[config.mk]
export PLATFORM = sky130hd
export DESIGN_NAME = sspc_walker
export DESIGN_NICKNAME = d
export VERILOG_FILES = /design/src/hw/rtl/sspc_pkg.sv /design/src/hw/rtl/sspc_walker.sv
export SDC_FILE = /design/constraint.sdc
export NUM_CORES = 1
export LEC_CHECK = 0
export BUFFER_PORTS_ARGS = -buffer_cell sky130_fd_sc_hd__buf_4
export CORE_MARGIN = 10
export CORE_UTILIZATION = 27
export CTS_CLUSTER_SIZE = 14
export DETAILED_ROUTE_END_ITERATION = 8
export GPL_ROUTABILITY_DRIVEN = 0
export HOLD_SLACK_MARGIN = 0.1
export PLACE_DENSITY = 0.53
export SYNTH_ARGS = -nofsm -noshare
export SYNTH_HDL_FRONTEND = slang
export SYNTH_SLANG_ARGS = --single-unit
[constraint.sdc]
create_clock -name clk -period 4 [get_ports clk]
set_input_delay 0 -clock clk [delete_from_list [all_inputs] [get_ports clk]]
set_output_delay 0 -clock clk [all_outputs]
set_load 0.02 [all_outputs]
[src/hw/rtl/sspc_pkg.sv]
// Shared types, sizes and register clamps for the structured sparse row compactor.
// No dependencies; every other file refers to this package by scoped names.
package sspc_pkg;

  localparam int MaxSize     = 1024;
  localparam int MaxSegments = 1024;
  localparam int MaxGroup    = 16;

  localparam int PosW   = $clog2(MaxSize);
  localparam int SegW   = $clog2(MaxSegments);
  localparam int RigW   = $clog2(MaxGroup);
  localparam int CntW   = RigW + 1;
  localparam int SizeW  = PosW + 1;
  localparam int ElemW  = 32;
  localparam int CfgIdxW = 8;
  localparam int CfgDatW = 32;

  typedef enum logic [CfgIdxW-1:0] {
    REG_KEPT_ROWS     = 8'd0,
    REG_GROUP_ROWS    = 8'd1,
    REG_SEGMENT_WIDTH = 8'd2,
    REG_MATRIX_SIZE   = 8'd3
  } reg_idx_t;

  // One element with its position, as it leaves the walker
  typedef struct packed {
    logic [ElemW-1:0] element;
    logic [PosW-1:0]  col_pos;
    logic [SegW-1:0]  seg;
    logic [RigW-1:0]  row_in_group;
    logic [PosW-1:0]  group_base;
    logic             seg_start;
    logic             first_row;
    logic             last;
  } item_t;

  typedef struct packed {
    logic             kept;
    logic [ElemW-1:0] out_value;
    logic [PosW-1:0]  out_row;
    logic [PosW-1:0]  out_col;
    logic             index_write;
    logic [SegW-1:0]  index_col;
    logic [RigW-1:0]  index_value;
    logic             overflow;
    logic             matrix_last;
  } result_t;

  // 0 acts as 1, anything above MaxGroup acts as MaxGroup
  function automatic logic [CntW-1:0] clamp_group(input logic [CntW-1:0] v);
    logic [CntW-1:0] r;
    if (v == '0) r = CntW'(1);
    else if (v > CntW'(MaxGroup)) r = CntW'(MaxGroup);
    else r = v;
    return r;
  endfunction

  function automatic logic [SizeW-1:0] clamp_size(input logic [SizeW-1:0] v);
    logic [SizeW-1:0] r;
    if (v == '0) r = SizeW'(1);
    else if (v > SizeW'(MaxSize)) r = SizeW'(MaxSize);
    else r = v;
    return r;
  endfunction

endpackage

[src/hw/rtl/sspc_walker.sv]
// Row-major position walker: tracks row, column, group and segment of the next element.
// Depends on sspc_pkg.
module sspc_walker (
  input  logic                        clk,
  input  logic                        rst,
  input  logic                        restart,
  input  logic                        accept,
  input  logic [sspc_pkg::ElemW-1:0]  element_bits,
  input  logic [sspc_pkg::CntW-1:0]   k_rows,
  input  logic [sspc_pkg::CntW-1:0]   g_rows,
  input  logic [sspc_pkg::SizeW-1:0]  seg_width,
  input  logic [sspc_pkg::SizeW-1:0]  mat_size,
  output sspc_pkg::item_t             item
);

  logic [sspc_pkg::PosW-1:0] row_pos;
  logic [sspc_pkg::PosW-1:0] col_pos;
  logic [sspc_pkg::RigW-1:0] row_in_group;
  logic [sspc_pkg::PosW-1:0] group_base_row;
  logic [sspc_pkg::PosW-1:0] col_in_segment;
  logic [sspc_pkg::SegW-1:0] segment_number;

  logic col_end;
  logic row_end;
  logic seg_end;
  logic grp_end;

  assign col_end = ({1'b0, col_pos} + sspc_pkg::SizeW'(1)) >= mat_size;
  assign row_end = ({1'b0, row_pos} + sspc_pkg::SizeW'(1)) >= mat_size;
  assign seg_end = ({1'b0, col_in_segment} + sspc_pkg::SizeW'(1)) >= seg_width;
  assign grp_end = ({1'b0, row_in_group} + sspc_pkg::CntW'(1)) >= g_rows;

  always_comb begin
    item.element      = element_bits;
    item.col_pos      = col_pos;
    item.seg          = segment_number;
    item.row_in_group = row_in_group;
    item.group_base   = group_base_row;
    item.seg_start    = (col_in_segment == '0);
    item.first_row    = (row_in_group == '0);
    item.last         = col_end && row_end;
  end

  always_ff @(posedge clk) begin
    if (rst || restart) begin
      row_pos        <= '0;
      col_pos        <= '0;
      row_in_group   <= '0;
      group_base_row <= '0;
      col_in_segment <= '0;
      segment_number <= '0;
    end else if (accept) begin
      if (col_end) begin
        col_pos        <= '0;
        col_in_segment <= '0;
        segment_number <= '0;
        if (row_end) begin
          row_pos        <= '0;
          row_in_group   <= '0;
          group_base_row <= '0;
        end else begin
          row_pos <= row_pos + sspc_pkg::PosW'(1);
          if (grp_end) begin
            row_in_group   <= '0;
            group_base_row <= group_base_row + sspc_pkg::PosW'(k_rows);
          end else begin
            row_in_group <= row_in_group + sspc_pkg::RigW'(1);
          end
        end
      end else begin
        col_pos <= col_pos + sspc_pkg::PosW'(1);
        if (seg_end) begin
          col_in_segment <= '0;
          segment_number <= segment_number + sspc_pkg::SegW'(1);
        end else begin
          col_in_segment <= col_in_segment + sspc_pkg::PosW'(1);
        end
      end
    end
  end

endmodule

==> flow_summary.json <==
{
  "io_buffer_count": 72,
  "synth_area_um2": 4200,
  "cp_cell_sequence": "ha_1 -> and3_1 -> and3_1 -> and3_1 -> and3_1 -> ha_1 -> nand4_1 -> nor2_1 -> a311oi_2 -> or4_4 -> or4_1 -> a31oi_1",
  "clock_latency_ns": 0.29,
  "first_iter_violations": 230,
  "final.setup.tns_ns": 0,
  "timing.clock.skew_ns": 0.00585,
  "finalCriticalPeriod_ns": 3.70,
  "timing.max_cap.violations": 0,
  "rsz0062_at_grt": "no",
  "path_common_cell": "sky130_fd_sc_hd__and3_1",
  "run_status": "finished, final reports clean",
  "vdd_drop_max_v": 0.000149,
  "share_of_synthesized_flip_flops_with_an_asynchronous_set_or_reset": 0,
  "synthTopCellsByArea": "sky130_fd_sc_hd__dfxtp_1, sky130_fd_sc_hd__ha_1, sky130_fd_sc_hd__buf_4, sky130_fd_sc_hd__xor2_1, sky130_fd_sc_hd__nand2_1",
  "cts_made_buffers": 5,
  "fmax_mhz": 271,
  "routed-via-count": 3881,
  "synth_largest_area_cell": "sky130_fd_sc_hd__dfxtp_1",
  "critical_path.top_delay_family": "simple AND/OR/NAND/NOR gates",
  "p_total_mw": 1.12,
  "yosys_warnings": 0,
  "filler_cell_count": 1582,
  "area.growth.synth_to_final_pct": 23.1,
  "postSynthRegisterBits": 54,
  "start_util": 0.276,
  "post-cts-setup-buffer-count": 0,
  "critical_path_required_ns": 4.22,
  "leakagePower_nw": 2.37,
  "tightest_slew_ns": 0.732,
  "hold_violations": 0,
  "routed_wirelength_um": 12000,
  "critical_path.startpoint_type": "flop",
  "syn-instance-count": 521,
  "nature_of_the_critical_path_endpoint": "flop",
  "clockRootBuffer": "sky130_fd_sc_hd__clkbuf_16",
  "fp.dieW_um": 145,
  "hp-class": "input pin to flop",
  "most_used_cells_in_the_layout_excluding_fill_and_tap_cells": "sky130_fd_sc_hd__buf_4, sky130_fd_sc_hd__nand2_1, sky130_fd_sc_hd__dfxtp_1, sky130_fd_sc_hd__ha_1, sky130_fd_sc_hd__inv_1",
  "tritoncts": "yes",
  "numPlacedInstances": 739,
  "drive_gt1_frac": 0.166,
  "area.sequential_um2": 1080,
  "clkTransAtPathRegs_ns": 0.07,
  "floorplan.die_area_um2": 20900,
  "yosys_most_used_dff": "sky130_fd_sc_hd__dfxtp_1",
  "power_density_nw_per_um2": 217,
  "ant_nets": 0,
  "grt_start_max_net_pins": 34,
  "finish.net_count": 709,
  "mostFrequentLayoutCell": "sky130_fd_sc_hd__buf_4",
  "vias_per_cell": 4.99,
  "yosys.cell_types.count": 55,
  "post_route_worst_hold_slack_ns": 0.108,
  "worst_path_buffer_plus_inverter_count": 0,
  "slowest_stage": "sky130_fd_sc_hd__or4_4",
  "remaining_drc_errors": 0,
  "insertedDiodeCount": 0,
  "place.detailed.hpwl_um": 9070,
  "postSynthNetCount": 640,
  "timing.final.crit_share": 0.924,
  "cts_buffer_depth": 2,
  "multi_input_area_um2": 2670,
  "ys_seq_area_frac": 0.258,
  "crit_arrival_ns": 3.91,
  "clock_sinks": 54,
  "core_um2": 15200,
  "antenna_violations_before_repair": 0,
  "ioPinCount": 137,
  "h-tree-depth": 2,
  "row_count": 45,
  "grt_pass1_wl_um": 19000,
  "timing.max_slew.rel_slack": 0.511,
  "edff_count_synth": 0,
  "critical_path.max_stage_delay_ns": 0.64,
  "grt_use_total": 0.110,
  "detailedRoute.firstPassIterationCount": 4,
  "chipHeight_um": 145,
  "synthesis.area_per_instance_um2": 8.05,
  "critPathMaxFanout": 10,
  "final_cell_count_no_fill": 778,
  "grt-ovfl-total": 0,
  "netlist.area_leader.share": 0.258,
  "worstSetupPathType": "flop to flop",
  "final-setup-viol-count": 0,
  "drt-wirelength-per-cell_um": 15.4,
  "drv_slew": 0,
  "grt_pass1_vias": 3976
}
==> stage by stage <==
step                setup WS [ns]  instance area [um2]  utilization
floorplan                   0.499                 4200            -
finish                      0.305                 5160        0.340
global placement            0.253                 4700        0.309
CTS                        0.0747                 5150        0.339
detailed placement          0.113                 4700        0.309
global route               0.0629                 5160        0.340
==> final cells by class <==
cell class	instances	share of cell area
sequential	54	0.209
timing repair buffer	112	0.178
multi-input combinational	384	0.517
inverter	33	0.0240
tap	188	0.0456
clock buffer	7	0.0257
==> timing repair <==
item | in CTS | in global routing
setup endpoints to repair | 0 | 20
endpoints found under the hold margin | 32 | 0
resized for setup | 0 | 2
hold buffers | 32 | 0
==> cells by family after synthesis <==
family | share of synthesized area
adders and majority gates | 0.154
and+or+nand+nor | 0.227
DFF | 0.258
buffers and inverters | 0.109
muxes | 0.00954
xor gates and xnor gates | 0.0814
AOI/OAI and AO/OA | 0.161
==> per-layer routing <==
layer | global-route usage | vias to the layer above | wire length (um)
met2 | 0.180 | 125 | 5410
li1 | - | 1972 | -
met5 | 0 | - | 0
met3 | 0.0339 | 2 | 889
met4 | 0.0176 | 0 | 30
met1 | 0.142 | 1782 | 5640
==> final timing paths <==
path / from / endpoint / slack [ns] / cells after the start
setup / recovery: col_pos[1] / group_base_row[8] / 0.30 / 12
hold / removal: accept / col_in_segment[1] / 0.11 / 3
setup reg to reg: col_pos[1] / group_base_row[8] / 0.30 / 12
hold reg to reg: row_pos[9] / row_pos[9] / 0.48 / 2
==> state kept, by name (all words and copies together) (netlist names) <==
| register | count |
|---|---|
| col_pos | 10 |
| segment_number | 10 |
| row_pos | 10 |
| row_in_group | 4 |
| group_base_row | 10 |
| col_in_segment | 10 |
==> synth_stat cells, types with 6 or more instances <==
library cell / instances
sky130_fd_sc_hd__a21oi_1: 30
sky130_fd_sc_hd__a22o_1: 8
sky130_fd_sc_hd__a31oi_1: 8
sky130_fd_sc_hd__and3_1: 21
sky130_fd_sc_hd__buf_4: 32
sky130_fd_sc_hd__clkbuf_1: 11
sky130_fd_sc_hd__dfxtp_1: 54
sky130_fd_sc_hd__ha_1: 50
sky130_fd_sc_hd__inv_1: 33
sky130_fd_sc_hd__nand2_1: 55
sky130_fd_sc_hd__nand3_1: 23
sky130_fd_sc_hd__nand4_1: 9
sky130_fd_sc_hd__nor2_1: 30
sky130_fd_sc_hd__nor3_1: 8
sky130_fd_sc_hd__o211ai_1: 8
sky130_fd_sc_hd__o21ai_0: 23
sky130_fd_sc_hd__or4_1: 8
sky130_fd_sc_hd__or4_2: 6
sky130_fd_sc_hd__xnor2_1: 14
sky130_fd_sc_hd__xor2_1: 25
==> where the power goes <==
| group | total, mW | internal, mW | switching [mW] |
|---|---|---|---|
| combinational | 0.157 | 0.0702 | 0.0868 |
| sequential | 0.540 | 0.539 | 0.00151 |
| clock | 0.422 | 0.230 | 0.192 |
==> worst register-to-register path, cell delays in order (launching register included) <==
cell	delay, ns
sky130_fd_sc_hd__dfxtp_1	0.35
sky130_fd_sc_hd__ha_1	0.23
sky130_fd_sc_hd__and3_1	0.22
sky130_fd_sc_hd__and3_1	0.22
sky130_fd_sc_hd__and3_1	0.22
sky130_fd_sc_hd__and3_1	0.20
sky130_fd_sc_hd__ha_1	0.32
sky130_fd_sc_hd__nand4_1	0.13
sky130_fd_sc_hd__nor2_1	0.18
sky130_fd_sc_hd__a311oi_2	0.23
sky130_fd_sc_hd__or4_4	0.64
sky130_fd_sc_hd__or4_1	0.54
sky130_fd_sc_hd__a31oi_1	0.16
No activity file was read; power rests on OpenSTA's default activity.
